[config.mk]
export PLATFORM = sky130hd
export DESIGN_NAME = lzss_flag_byte_decoder
export DESIGN_NICKNAME = d
export VERILOG_FILES = /design/src/hw/rtl/lfbd_pkg.sv /design/src/hw/rtl/lfbd_front.sv /design/src/hw/rtl/lfbd_cmd_fifo.sv /design/src/hw/rtl/lfbd_back.sv /design/src/hw/rtl/lfbd_packer.sv /design/src/hw/rtl/lzss_flag_byte_decoder.sv
export VERILOG_INCLUDE_DIRS = /design/src /design/src/hw/rtl
export SDC_FILE = /design/constraint.sdc
export NUM_CORES = 2
export LEC_CHECK = 0
export CORE_ASPECT_RATIO = 1.2
export CORE_MARGIN = 1.5
export CORE_UTILIZATION = 63
export DETAILED_ROUTE_END_ITERATION = 7
export DONT_BUFFER_PORTS = 1
export PLACE_DENSITY = 0.9
export SLEW_MARGIN = 0
export SYNTH_ARGS = -nofsm -noshare
export SYNTH_HDL_FRONTEND = slang
export SYNTH_SLANG_ARGS = --single-unit
export TNS_END_PERCENT = 10
[constraint.sdc]
create_clock -name clk -period 12.16 [get_ports clk]
set_input_delay 3.648 -clock clk [delete_from_list [all_inputs] [get_ports clk]]
set_output_delay 3.648 -clock clk [all_outputs]
set_load 0.02 [all_outputs]
[src/hw/rtl/lzss_flag_byte_decoder_assert.svh]
// ----------------------------------------------------------------------------
// LZSS flag-byte decoder assertion macros
// Shared helpers for the concurrent checks at the end of the RTL modules.
// ----------------------------------------------------------------------------
`ifndef LZSS_FLAG_BYTE_DECODER_ASSERT_SVH
`define LZSS_FLAG_BYTE_DECODER_ASSERT_SVH

// Same-cycle implication, disabled in reset.
`define LFBD_ASSERT_IMPLY(label, clk, rst, ante, cons, msg) \
  label: assert property (@(posedge clk) disable iff (rst) (ante) |-> (cons)) \
    else $error(msg);

// Next-cycle implication, disabled in reset.
`define LFBD_ASSERT_NEXT(label, clk, rst, ante, cons, msg) \
  label: assert property (@(posedge clk) disable iff (rst) (ante) |=> (cons)) \
    else $error(msg);

`endif

[src/hw/rtl/lfbd_pkg.sv]
// ----------------------------------------------------------------------------
// LZSS flag-byte decoder package
// Command, event, state and configuration types shared by the decoder modules.
// ----------------------------------------------------------------------------
package lfbd_pkg;

  // Token command handed from the front end to the copy engine
  typedef enum logic [1:0] {
    CMD_NONE,
    CMD_LIT,
    CMD_COPY
  } cmd_kind_t;

  typedef struct packed {
    cmd_kind_t   kind;
    logic [15:0] data;   // literal in [7:0], or the full 16-bit code
    logic        last;
  } cmd_t;

  typedef enum logic [1:0] {
    FR_FLAG,
    FR_TOKEN,
    FR_CODE_LOW
  } front_state_t;

  typedef enum logic [1:0] {
    BK_CLEAR,
    BK_IDLE,
    BK_READ,
    BK_WRITE
  } back_state_t;

  // One decoded output byte, or an end-of-stream marker
  typedef struct packed {
    logic       valid;
    logic       marker;
    logic [7:0] data;
    logic       final_byte;
    logic       last;
  } byte_evt_t;

  typedef struct packed {
    logic [3:0]  offset_shift;
    logic [5:0]  length_mask;
    logic [1:0]  length_bias;
    logic [23:0] output_limit;
  } cfg_t;

  typedef enum logic [1:0] {
    REG_OFFSET_SHIFT,
    REG_LENGTH_MASK,
    REG_LENGTH_BIAS,
    REG_OUTPUT_LIMIT
  } cfg_reg_t;

  localparam logic [3:0]  OFFSET_SHIFT_RST = 4'd10;
  localparam logic [5:0]  LENGTH_MASK_RST  = 6'd63;
  localparam logic [1:0]  LENGTH_BIAS_RST  = 2'd3;
  localparam logic [23:0] OUTPUT_LIMIT_RST = 24'hFFFFFF;

  localparam int CMD_FIFO_DEPTH = 4;
  localparam int CMD_PTR_W      = 2;

endpackage

[src/hw/rtl/lfbd_front.sv]
// ----------------------------------------------------------------------------
// LZSS decoder front end
// Tracks flag bytes and token phase, turns input bytes into commands.
// ----------------------------------------------------------------------------
module lfbd_front (
  input  logic           clk,
  input  logic           rst,
  input  lfbd_pkg::cfg_t cfg,
  input  logic           s_axis_tvalid,
  output logic           s_axis_tready,
  input  logic [7:0]     s_axis_tdata,   // [7:0] in_byte
  input  logic           s_axis_tlast,   // in_last
  input  logic           fifo_full,
  input  logic           clear_busy,
  output logic           push,
  output lfbd_pkg::cmd_t cmd
);
  import lfbd_pkg::*;

  front_state_t state;
  front_state_t state_next;
  logic [7:0]   flag_bits;
  logic [7:0]   flag_bits_next;
  logic [2:0]   flag_index;
  logic [2:0]   flag_index_next;
  logic [7:0]   code_high;
  logic [7:0]   code_high_next;
  logic [23:0]  produced;
  logic [23:0]  produced_next;
  logic         under_limit;
  logic [6:0]   len_sum;
  logic [6:0]   copy_len;
  logic [23:0]  room;
  logic         accept;

  assign s_axis_tready = !fifo_full && !clear_busy;
  assign accept        = s_axis_tvalid && s_axis_tready;

  // byte count of the stream, kept in step with the copy engine
  assign under_limit = (produced < cfg.output_limit);
  assign len_sum     = {1'b0, s_axis_tdata[5:0] & cfg.length_mask} +
                       {5'd0, cfg.length_bias};
  assign copy_len    = (len_sum <= 7'd1) ? 7'd0 : (len_sum - 7'd1);
  assign room        = cfg.output_limit - produced;

  // next state
  always_comb begin
    state_next      = state;
    flag_bits_next  = flag_bits;
    flag_index_next = flag_index;
    code_high_next  = code_high;
    produced_next   = produced;
    if (accept) begin
      // past the output limit, hold the token state until the stream ends
      if (under_limit) begin
        unique case (state)
          FR_FLAG: begin
            flag_bits_next  = s_axis_tdata;
            flag_index_next = 3'd0;
            state_next      = FR_TOKEN;
          end
          FR_TOKEN: begin
            if (flag_bits[7]) begin
              code_high_next = s_axis_tdata;
              state_next     = FR_CODE_LOW;
            end else begin
              flag_bits_next  = {flag_bits[6:0], 1'b0};
              flag_index_next = flag_index + 3'd1;
              state_next      = (flag_index == 3'd7) ? FR_FLAG : FR_TOKEN;
              produced_next   = produced + 24'd1;
            end
          end
          FR_CODE_LOW: begin
            flag_bits_next  = {flag_bits[6:0], 1'b0};
            flag_index_next = flag_index + 3'd1;
            state_next      = (flag_index == 3'd7) ? FR_FLAG : FR_TOKEN;
            produced_next   = (room <= {17'd0, copy_len}) ? cfg.output_limit :
                              (produced + {17'd0, copy_len});
          end
          default: state_next = FR_FLAG;
        endcase
      end
      // end of stream: drop token state, including a dangling code byte
      if (s_axis_tlast) begin
        state_next      = FR_FLAG;
        flag_bits_next  = 8'd0;
        flag_index_next = 3'd0;
        code_high_next  = 8'd0;
        produced_next   = 24'd0;
      end
    end
  end

  // outputs
  always_comb begin
    cmd.kind = CMD_NONE;
    cmd.data = {8'd0, s_axis_tdata};
    cmd.last = s_axis_tlast;
    unique case (state)
      FR_FLAG:     cmd.kind = CMD_NONE;
      FR_TOKEN:    cmd.kind = flag_bits[7] ? CMD_NONE : CMD_LIT;
      FR_CODE_LOW: begin
        cmd.kind = CMD_COPY;
        cmd.data = {code_high, s_axis_tdata};
      end
      default:     cmd.kind = CMD_NONE;
    endcase
    if (!under_limit) begin
      cmd.kind = CMD_NONE;
    end
    push = accept && ((cmd.kind != CMD_NONE) || s_axis_tlast);
  end

  always_ff @(posedge clk) begin
    if (rst) begin
      state      <= FR_FLAG;
      flag_bits  <= 8'd0;
      flag_index <= 3'd0;
      code_high  <= 8'd0;
      produced   <= 24'd0;
    end else begin
      state      <= state_next;
      flag_bits  <= flag_bits_next;
      flag_index <= flag_index_next;
      code_high  <= code_high_next;
      produced   <= produced_next;
    end
  end

endmodule

[src/hw/rtl/lfbd_cmd_fifo.sv]
// ----------------------------------------------------------------------------
// LZSS decoder command queue
// Short register queue between the front end and the copy engine.
// ----------------------------------------------------------------------------
module lfbd_cmd_fifo (
  input  logic           clk,
  input  logic           rst,
  input  logic           push,
  input  lfbd_pkg::cmd_t push_data,
  output logic           full,
  input  logic           pop,
  output lfbd_pkg::cmd_t head,
  output logic           head_valid
);
  import lfbd_pkg::*;

  cmd_t                 entries [CMD_FIFO_DEPTH];
  logic [CMD_PTR_W-1:0] wr_ptr;
  logic [CMD_PTR_W-1:0] rd_ptr;
  logic [CMD_PTR_W:0]   count;

  assign full       = (count == (CMD_PTR_W + 1)'(CMD_FIFO_DEPTH));
  assign head_valid = (count != '0);
  assign head       = entries[rd_ptr];

  always_ff @(posedge clk) begin
    if (push) begin
      entries[wr_ptr] <= push_data;
    end
  end

  always_ff @(posedge clk) begin
    if (rst) begin
      wr_ptr <= '0;
      rd_ptr <= '0;
      count  <= '0;
    end else begin
      if (push) begin
        wr_ptr <= wr_ptr + 1'b1;
      end
      if (pop) begin
        rd_ptr <= rd_ptr + 1'b1;
      end
      if (push && !pop) begin
        count <= count + 1'b1;
      end else if (pop && !push) begin
        count <= count - 1'b1;
      end
    end
  end

endmodule

[src/hw/rtl/lfbd_back.sv]
// ----------------------------------------------------------------------------
// LZSS decoder copy engine
// Executes literal and copy commands against the history memory.
// ----------------------------------------------------------------------------
`include "lzss_flag_byte_decoder_assert.svh"

module lfbd_back #(
  parameter int HISTORY_DEPTH = 256
) (
  input  logic                clk,
  input  logic                rst,
  input  lfbd_pkg::cfg_t      cfg,
  input  lfbd_pkg::cmd_t      head,
  input  logic                head_valid,
  output logic                pop,
  input  logic                evt_ready,
  output lfbd_pkg::byte_evt_t evt,
  output logic                clear_busy
);
  import lfbd_pkg::*;

  // the user must keep the depth a power of two, unchecked here, so pointer arithmetic wraps by itself
  localparam int HIST_AW = $clog2(HISTORY_DEPTH);

  back_state_t        state;
  back_state_t        state_next;
  logic [HIST_AW-1:0] hist_ptr;
  logic [HIST_AW-1:0] clr_addr;
  logic [HIST_AW-1:0] back_dist;
  logic [23:0]        produced;
  logic [23:0]        produced_inc;
  logic [6:0]         remaining;
  logic               copy_last;
  logic [7:0]         rd_data;
  logic [7:0]         hist_mem [HISTORY_DEPTH];

  logic               mem_we;
  logic               mem_re;
  logic [HIST_AW-1:0] mem_waddr;
  logic [HIST_AW-1:0] mem_raddr;
  logic [7:0]         mem_wdata;

  logic [5:0]         len_masked;
  logic [6:0]         len_sum;
  logic               len_empty;
  logic [15:0]        offset16;
  logic               under_limit;
  logic               at_end;

  assign len_masked   = head.data[5:0] & cfg.length_mask;
  assign len_sum      = {1'b0, len_masked} + {5'd0, cfg.length_bias};
  assign len_empty    = (len_sum <= 7'd1);
  assign offset16     = head.data >> cfg.offset_shift;
  assign under_limit  = (produced < cfg.output_limit);
  assign produced_inc = produced + 24'd1;
  assign at_end       = (produced_inc >= cfg.output_limit);
  assign mem_raddr    = hist_ptr - back_dist;
  assign clear_busy   = (state == BK_CLEAR);

  // next state
  always_comb begin
    state_next = state;
    unique case (state)
      BK_CLEAR: begin
        if (clr_addr == HIST_AW'(HISTORY_DEPTH - 1)) begin
          state_next = BK_IDLE;
        end
      end
      BK_IDLE: begin
        if (head_valid && evt_ready && (head.kind == CMD_COPY) && under_limit &&
            !len_empty) begin
          state_next = BK_READ;
        end
      end
      BK_READ: state_next = BK_WRITE;
      BK_WRITE: begin
        if (evt_ready) begin
          state_next = ((remaining == 7'd1) || at_end) ? BK_IDLE : BK_READ;
        end
      end
      default: state_next = BK_CLEAR;
    endcase
  end

  // outputs
  always_comb begin
    pop       = 1'b0;
    evt       = '0;
    mem_we    = 1'b0;
    mem_re    = 1'b0;
    mem_waddr = hist_ptr;
    mem_wdata = rd_data;
    unique case (state)
      BK_CLEAR: begin
        mem_we    = 1'b1;
        mem_waddr = clr_addr;
        mem_wdata = 8'd0;
      end
      BK_IDLE: begin
        if (head_valid && evt_ready) begin
          pop = 1'b1;
          case (head.kind)
            CMD_LIT: begin
              if (under_limit) begin
                evt.valid      = 1'b1;
                evt.data       = head.data[7:0];
                evt.final_byte = 1'b1;
                evt.last       = head.last;
                mem_we         = 1'b1;
                mem_wdata      = head.data[7:0];
              end else if (head.last) begin
                evt.valid  = 1'b1;
                evt.marker = 1'b1;
                evt.last   = 1'b1;
              end
            end
            CMD_COPY: begin
              if ((!under_limit || len_empty) && head.last) begin
                evt.valid  = 1'b1;
                evt.marker = 1'b1;
                evt.last   = 1'b1;
              end
            end
            default: begin
              if (head.last) begin
                evt.valid  = 1'b1;
                evt.marker = 1'b1;
                evt.last   = 1'b1;
              end
            end
          endcase
        end
      end
      BK_READ: mem_re = 1'b1;
      BK_WRITE: begin
        if (evt_ready) begin
          mem_we         = 1'b1;
          evt.valid      = 1'b1;
          evt.data       = rd_data;
          evt.final_byte = (remaining == 7'd1) || at_end;
          evt.last       = copy_last;
        end
      end
      default: pop = 1'b0;
    endcase
  end

  // history memory: one write port, one registered read port
  always_ff @(posedge clk) begin
    if (mem_we) begin
      hist_mem[mem_waddr] <= mem_wdata;
    end
    if (mem_re) begin
      rd_data <= hist_mem[mem_raddr];
    end
  end

  always_ff @(posedge clk) begin
    if (pop && (head.kind == CMD_COPY)) begin
      back_dist <= offset16[HIST_AW-1:0];
      copy_last <= head.last;
    end
  end

  always_ff @(posedge clk) begin
    if (rst) begin
      state     <= BK_CLEAR;
      clr_addr  <= '0;
      hist_ptr  <= '0;
      produced  <= 24'd0;
      remaining <= 7'd0;
    end else begin
      state <= state_next;
      if (state == BK_CLEAR) begin
        clr_addr <= clr_addr + 1'b1;
      end
      if (evt.valid) begin
        if (evt.marker || (evt.final_byte && evt.last)) begin
          produced <= 24'd0;
        end else begin
          produced <= produced_inc;
        end
        if (!evt.marker) begin
          hist_ptr <= hist_ptr + 1'b1;
        end
      end
      if (pop && (head.kind == CMD_COPY)) begin
        remaining <= len_sum - 7'd1;
      end else if ((state == BK_WRITE) && evt_ready) begin
        remaining <= remaining - 7'd1;
      end
    end
  end

  `LFBD_ASSERT_IMPLY(a_copy_has_bytes, clk, rst, (state == BK_READ || state == BK_WRITE), (remaining != 7'd0), "copy running with no bytes left")
  `LFBD_ASSERT_IMPLY(a_byte_under_limit, clk, rst, (evt.valid && !evt.marker), (produced < cfg.output_limit), "byte emitted past output limit")
  `LFBD_ASSERT_NEXT(a_marker_clears_count, clk, rst, (evt.valid && evt.marker), (produced == 24'd0), "byte count not cleared after end marker")

endmodule

[src/hw/rtl/lfbd_packer.sv]
// ----------------------------------------------------------------------------
// LZSS decoder output packer
// Pairs decoded bytes into results and holds them in the output register.
// ----------------------------------------------------------------------------
`include "lzss_flag_byte_decoder_assert.svh"

module lfbd_packer (
  input  logic                clk,
  input  logic                rst,
  input  lfbd_pkg::byte_evt_t evt,
  output logic                evt_ready,
  output logic                m_axis_tvalid,
  input  logic                m_axis_tready,
  output logic [23:0]         m_axis_tdata,   // [7:0] first_byte, [15:8] second_byte,
                                              // [17:16] byte_count, [23:18] zero
  output logic                m_axis_tlast    // last_result
);
  import lfbd_pkg::*;

  logic       out_valid;
  logic [7:0] first_byte;
  logic [7:0] second_byte;
  logic [1:0] byte_count;
  logic       last_result;
  logic       half_valid;
  logic [7:0] half_byte;

  assign evt_ready     = !out_valid || m_axis_tready;
  assign m_axis_tvalid = out_valid;
  assign m_axis_tdata  = {6'd0, byte_count, second_byte, first_byte};
  assign m_axis_tlast  = last_result;

  always_ff @(posedge clk) begin
    if (rst) begin
      out_valid  <= 1'b0;
      half_valid <= 1'b0;
    end else begin
      if (evt.valid && (evt.marker || half_valid || evt.final_byte)) begin
        out_valid  <= 1'b1;
        half_valid <= 1'b0;
      end else begin
        if (evt.valid) begin
          half_valid <= 1'b1;
        end
        if (m_axis_tready) begin
          out_valid <= 1'b0;
        end
      end
    end
  end

  always_ff @(posedge clk) begin
    if (evt.valid) begin
      if (evt.marker) begin
        first_byte  <= 8'd0;
        second_byte <= 8'd0;
        byte_count  <= 2'd0;
        last_result <= 1'b1;
      end else if (half_valid) begin
        first_byte  <= half_byte;
        second_byte <= evt.data;
        byte_count  <= 2'd2;
        last_result <= evt.final_byte && evt.last;
      end else if (evt.final_byte) begin
        first_byte  <= evt.data;
        second_byte <= 8'd0;
        byte_count  <= 2'd1;
        last_result <= evt.last;
      end else begin
        half_byte <= evt.data;
      end
    end
  end

  `LFBD_ASSERT_IMPLY(a_marker_no_half, clk, rst, (evt.valid && evt.marker), (!half_valid), "end marker while a byte is pending")

endmodule

[src/hw/rtl/lzss_flag_byte_decoder.sv]
// ----------------------------------------------------------------------------
// LZSS flag-byte decoder
// Decompresses a flag-byte LZSS stream with 16-bit back-reference codes.
// ----------------------------------------------------------------------------
// Compressed bytes enter on the s_axis stream, one byte per transaction, with
// tlast on the final byte of a stream. Results leave on m_axis, up to two
// decoded bytes each; tlast marks the final result of a stream, and a stream
// that ends without new bytes yields one result with byte_count zero.
// The cfg channel writes the four registers (offset shift, length mask,
// length bias, output limit); write them only while the block is idle.
// Flag bytes, code high bytes and literals are taken one per cycle while s_axis_tready is high.
// For each output byte of a copy the history memory is read, then written
// with the same byte, through its single read and write ports.
// The command for a byte is registered in the command queue, and its result in the output register.
// After reset the history memory is cleared, one entry per cycle, over all
// HISTORY_DEPTH entries; s_axis_tready stays low during that pass while
// cfg writes are still taken. HISTORY_DEPTH must be a power of two.
// A stalled m_axis holds its result; a four-entry command queue keeps
// s_axis accepting bytes until it fills, then s_axis_tready drops.
// ----------------------------------------------------------------------------
module lzss_flag_byte_decoder #(
  parameter int HISTORY_DEPTH = 256
) (
  input  logic        clk,
  input  logic        rst,
  input  logic        s_axis_tvalid,
  output logic        s_axis_tready,
  input  logic [7:0]  s_axis_tdata,   // [7:0] in_byte
  input  logic        s_axis_tlast,   // in_last
  output logic        m_axis_tvalid,
  input  logic        m_axis_tready,
  output logic [23:0] m_axis_tdata,   // [7:0] first_byte, [15:8] second_byte,
                                      // [17:16] byte_count, [23:18] zero
  output logic        m_axis_tlast,   // last_result
  input  logic        cfg_valid,
  output logic        cfg_ready,
  input  logic [1:0]  cfg_index,
  input  logic [23:0] cfg_data
);
  import lfbd_pkg::*;

  cfg_t      cfg;
  cmd_t      push_cmd;
  cmd_t      head;
  logic      push;
  logic      pop;
  logic      full;
  logic      head_valid;
  logic      clear_busy;
  logic      evt_ready;
  byte_evt_t evt;

  assign cfg_ready = 1'b1;

  always_ff @(posedge clk) begin
    if (rst) begin
      cfg.offset_shift <= OFFSET_SHIFT_RST;
      cfg.length_mask  <= LENGTH_MASK_RST;
      cfg.length_bias  <= LENGTH_BIAS_RST;
      cfg.output_limit <= OUTPUT_LIMIT_RST;
    end else if (cfg_valid && cfg_ready) begin
      unique case (cfg_reg_t'(cfg_index))
        REG_OFFSET_SHIFT: cfg.offset_shift <= cfg_data[3:0];
        REG_LENGTH_MASK:  cfg.length_mask  <= cfg_data[5:0];
        REG_LENGTH_BIAS:  cfg.length_bias  <= cfg_data[1:0];
        REG_OUTPUT_LIMIT: cfg.output_limit <= cfg_data;
        default:          cfg.output_limit <= cfg.output_limit;
      endcase
    end
  end

  lfbd_front u_front (
    .clk           (clk),
    .rst           (rst),
    .cfg           (cfg),
    .s_axis_tvalid (s_axis_tvalid),
    .s_axis_tready (s_axis_tready),
    .s_axis_tdata  (s_axis_tdata),
    .s_axis_tlast  (s_axis_tlast),
    .fifo_full     (full),
    .clear_busy    (clear_busy),
    .push          (push),
    .cmd           (push_cmd)
  );

  lfbd_cmd_fifo u_cmd_fifo (
    .clk        (clk),
    .rst        (rst),
    .push       (push),
    .push_data  (push_cmd),
    .full       (full),
    .pop        (pop),
    .head       (head),
    .head_valid (head_valid)
  );

  lfbd_back #(
    .HISTORY_DEPTH (HISTORY_DEPTH)
  ) u_back (
    .clk        (clk),
    .rst        (rst),
    .cfg        (cfg),
    .head       (head),
    .head_valid (head_valid),
    .pop        (pop),
    .evt_ready  (evt_ready),
    .evt        (evt),
    .clear_busy (clear_busy)
  );

  lfbd_packer u_packer (
    .clk           (clk),
    .rst           (rst),
    .evt           (evt),
    .evt_ready     (evt_ready),
    .m_axis_tvalid (m_axis_tvalid),
    .m_axis_tready (m_axis_tready),
    .m_axis_tdata  (m_axis_tdata),
    .m_axis_tlast  (m_axis_tlast)
  );

endmodule
==> out/metrics.yaml <==
worst_setup_path:
  path_class: "in -> reg"
  worstPathRequired_ns: 12.92
  cp_common_cell: "ha_1"
  crit_chain: "and2_1 > ha_1 > inv_1 > fa_1 > xnor2_1 > nand3_1 > a221o_1 > nand2_1 > ha_1 > and3_1 > o21ai_0 > a31oi_1 > or4_1 > a2111oi_0 > o2111ai_1 > nor4_2 > buf_4 > nand2_4 > o311ai_0 > o211ai_1"
  reg2reg_depth: 11
  cp_slowest_cell: "or4_1"
  cp_max_fo: 18
  startpoint_type: "primary input"
  slowest_delay_ns: 0.56
  endpoint_kind: "flip-flop"
  crit_arrival_ns: 8.97
cts:
  holdBufCountCts: 0
  cts_buffers: 205
  post_cts_buffers: 0
  cts_buffer_depth: 3
  tritoncts: "done"
  htree_levels: 4
  clk_pin_slew_ns: 0.07
  clock-root-buffer: "clkbuf_16"
  cts_sinks: 2309
  clkLatencyLatePin_ns: 0.94
  cts_resized: 0
logic_synthesis:
  ys_types: 83
  synth_largest_area_cell: "edfxtp_1"
  ys_ff_latch: 2309
  syn-mean-instance-area_sq_um: 18.8
  synth-edff-count: 2168
  yosysMostFrequentCell: "edfxtp_1"
  seq_area_frac_synth: 0.712
  synth_area_sq_um: 95500
  ys_warn_count: 0
  synth_top_area_frac: 0.682
  synth_area_leaders: "edfxtp_1 68%, mux4_2 16%, dfxtp_1 3.0%, nor2_1 1.7%, ha_1 1.6%"
  synth.top_cells.by_count: "2168 x edfxtp_1, 693 x mux4_2, 433 x nor2_1, 224 x nand2_1, 181 x clkbuf_1"
  synthArstFlopShare: 0
  synthFlopType: "edfxtp_1"
  postSynthCellCount: 5081
power_and_ir_drop:
  p_leak_nw: 38.6
  peakVddDrop_v: 0.000148
  power.density_nw_per_um2: 150
routing:
  dr.first_iter.drc_count: 11175
  routed-wl-met3_mm: 35.8
  met2_length_mm: 140
  drt-pass1-iter-count: 8
  post-route-drc-count: 22
  antenna_left: 0
  routedWlPerCell_microns: 40.2
  vias: 56311
  vias_per_cell: 7.76
  drt-total-wl_mm: 291
  top_layer_used: "met5"
  met1_length_mm: 87.9
placed_design:
  dp_hpwl_mm: 156
  place_congestion: 0.907
  io_buffers: 0
floorplan:
  fp.dieH_microns: 429
  dieArea_sq_um: 154000
  core-area_sq_um: 150000
  start_util: 0.634
  boundaryPins: 68
  die_w_microns: 358
  row_count: 156
sta:
  fmax_mhz: 122
  fin_tns_setup_ns: 0
  finalHoldViolations: 0
  setup_viol: 0
  maxSlewHeadroom: 0.0537
  fin_worst_skew_ns: 0.107
  rsz0062_at_grt: "no"
  tightest_slew_ns: 1.42
  period_share: 0.675
  drv_slew: 0
  fin_crit_ns: 8.21
  hold_ws_ns: 0.490
run_status:
  violations: "design-rule violations"
  status: "finished with violations"
final_layout:
  drive_gt1_frac: 0.210
  syn_to_final_growth_pct: 9.47
  nNetsFinal: 5252
  final_util: 0.694
flow_run:
  cap_violations: 0
grt:
  grt_start_max_net_pins: 161
  grt_pass1_wl_mm: 415
  grtUsageTotal: 0.386
  grt_pass1_vias: 55446
  antenna_found_initial: 29
  overflow: 0
hold_path:
  hold_path_class: "reg -> reg"
  hold_depth: 1
critical path: cells and delay by family:
family,cells,cell delay [ns]
buffers and inverters,2,0.33
xor gates and xnor gates,1,0.37
and+or+nand+nor,7,1.83
AOI/OAI and AO/OA,7,1.91
adders and majority gates,3,0.88
metrics by stage:
stage	power [W]	instance area (sq um)	setup slack [ns]	std cells
after floorplan	0.00889	95500	2.56	5086
after global placement	0.00895	97700	3.35	6851
after detailed placement	0.00896	97700	3.19	6851
after CTS	0.0156	104000	4.10	7235
after global routing	0.0159	104000	3.51	7237
final	0.0156	105000	3.95	7252
registers in the layout, indices dropped and copies added (netlist names), 3 cells and up, named ones only:
signal / cells
u_packer.half_byte: 8
u_front.code_high: 8
u_back.produced: 24
u_packer.first_byte: 8
u_back.clr_addr: 8
cfg: 36
u_front.flag_index: 3
u_back.hist_ptr: 8
u_cmd_fifo.entries: 76
u_back.hist_mem: 2048
u_back.back_dist: 8
u_front.produced: 24
u_back.remaining: 7
u_packer.second_byte: 8
u_back.rd_data: 8
u_front.flag_bits: 8
u_cmd_fifo.count: 3
final timing paths:
check / start / to / slack (ns)
max: s_axis_tdata[0] / u_front.produced[11] / 3.95
min: u_front.produced[19] / u_front.produced[19] / 0.49
max reg2reg: u_back.hist_ptr[0] / u_back.rd_data[5] / 5.24
min reg2reg: u_front.produced[19] / u_front.produced[19] / 0.49
power by group:
part           internal, W  switching, W
registers          0.00857     0.0000149
clock network      0.00361       0.00323
logic            0.0000649      0.000153
total               0.0122       0.00340
final cells by class:
class / instances / area [sq um]
Timing Repair Buffer: 65 / 572
Inverter: 126 / 473
Sequential cell: 2309 / 67900
Tap cell: 1975 / 2470
Clock inverter: 134 / 1400
Clock buffer: 250 / 5380
Multi-Input combinational cell: 2378 / 26200
Antenna cell: 15 / 37.5
Fill cell: 7962 / 46000
placed cells by master, fill, tap and decap left out, types with 40 or more instances in the layout:
cell and count:
a21oi_1 107, buf_4 57, clkbuf_16 206, clkinv_1 55, dfxtp_1 141, edfxtp_1 2168
ha_1 120, inv_1 121, mux2i_1 49, mux4_2 693, nand2_1 224, nand3_1 48
nor2_1 431, nor3_1 45, o211ai_1 40, o21ai_0 67, xnor2_1 64
kinds of logic after synthesis:
kind of cell | Yosys count | synth area share
AO/OA/AOI/OAI | 481 | 0.0345
other | 2 | 0.0000787
multiplexers | 745 | 0.169
AND/OR/NAND/NOR | 925 | 0.0428
adder cells (fa/ha/maj) | 127 | 0.0171
XOR/XNOR | 93 | 0.00853
flip-flops | 2309 | 0.712
buffers and inverters | 399 | 0.0165
routing by layer:
layer | vias up | track usage
met3 | 1606 | 0.101
met5 | - | 0.000635
met4 | 30 | 0.282
li1 | 20652 | -
met1 | 28043 | 0.461
met2 | 5980 | 0.607
Note: power is estimated with default switching activity, not from simulation.
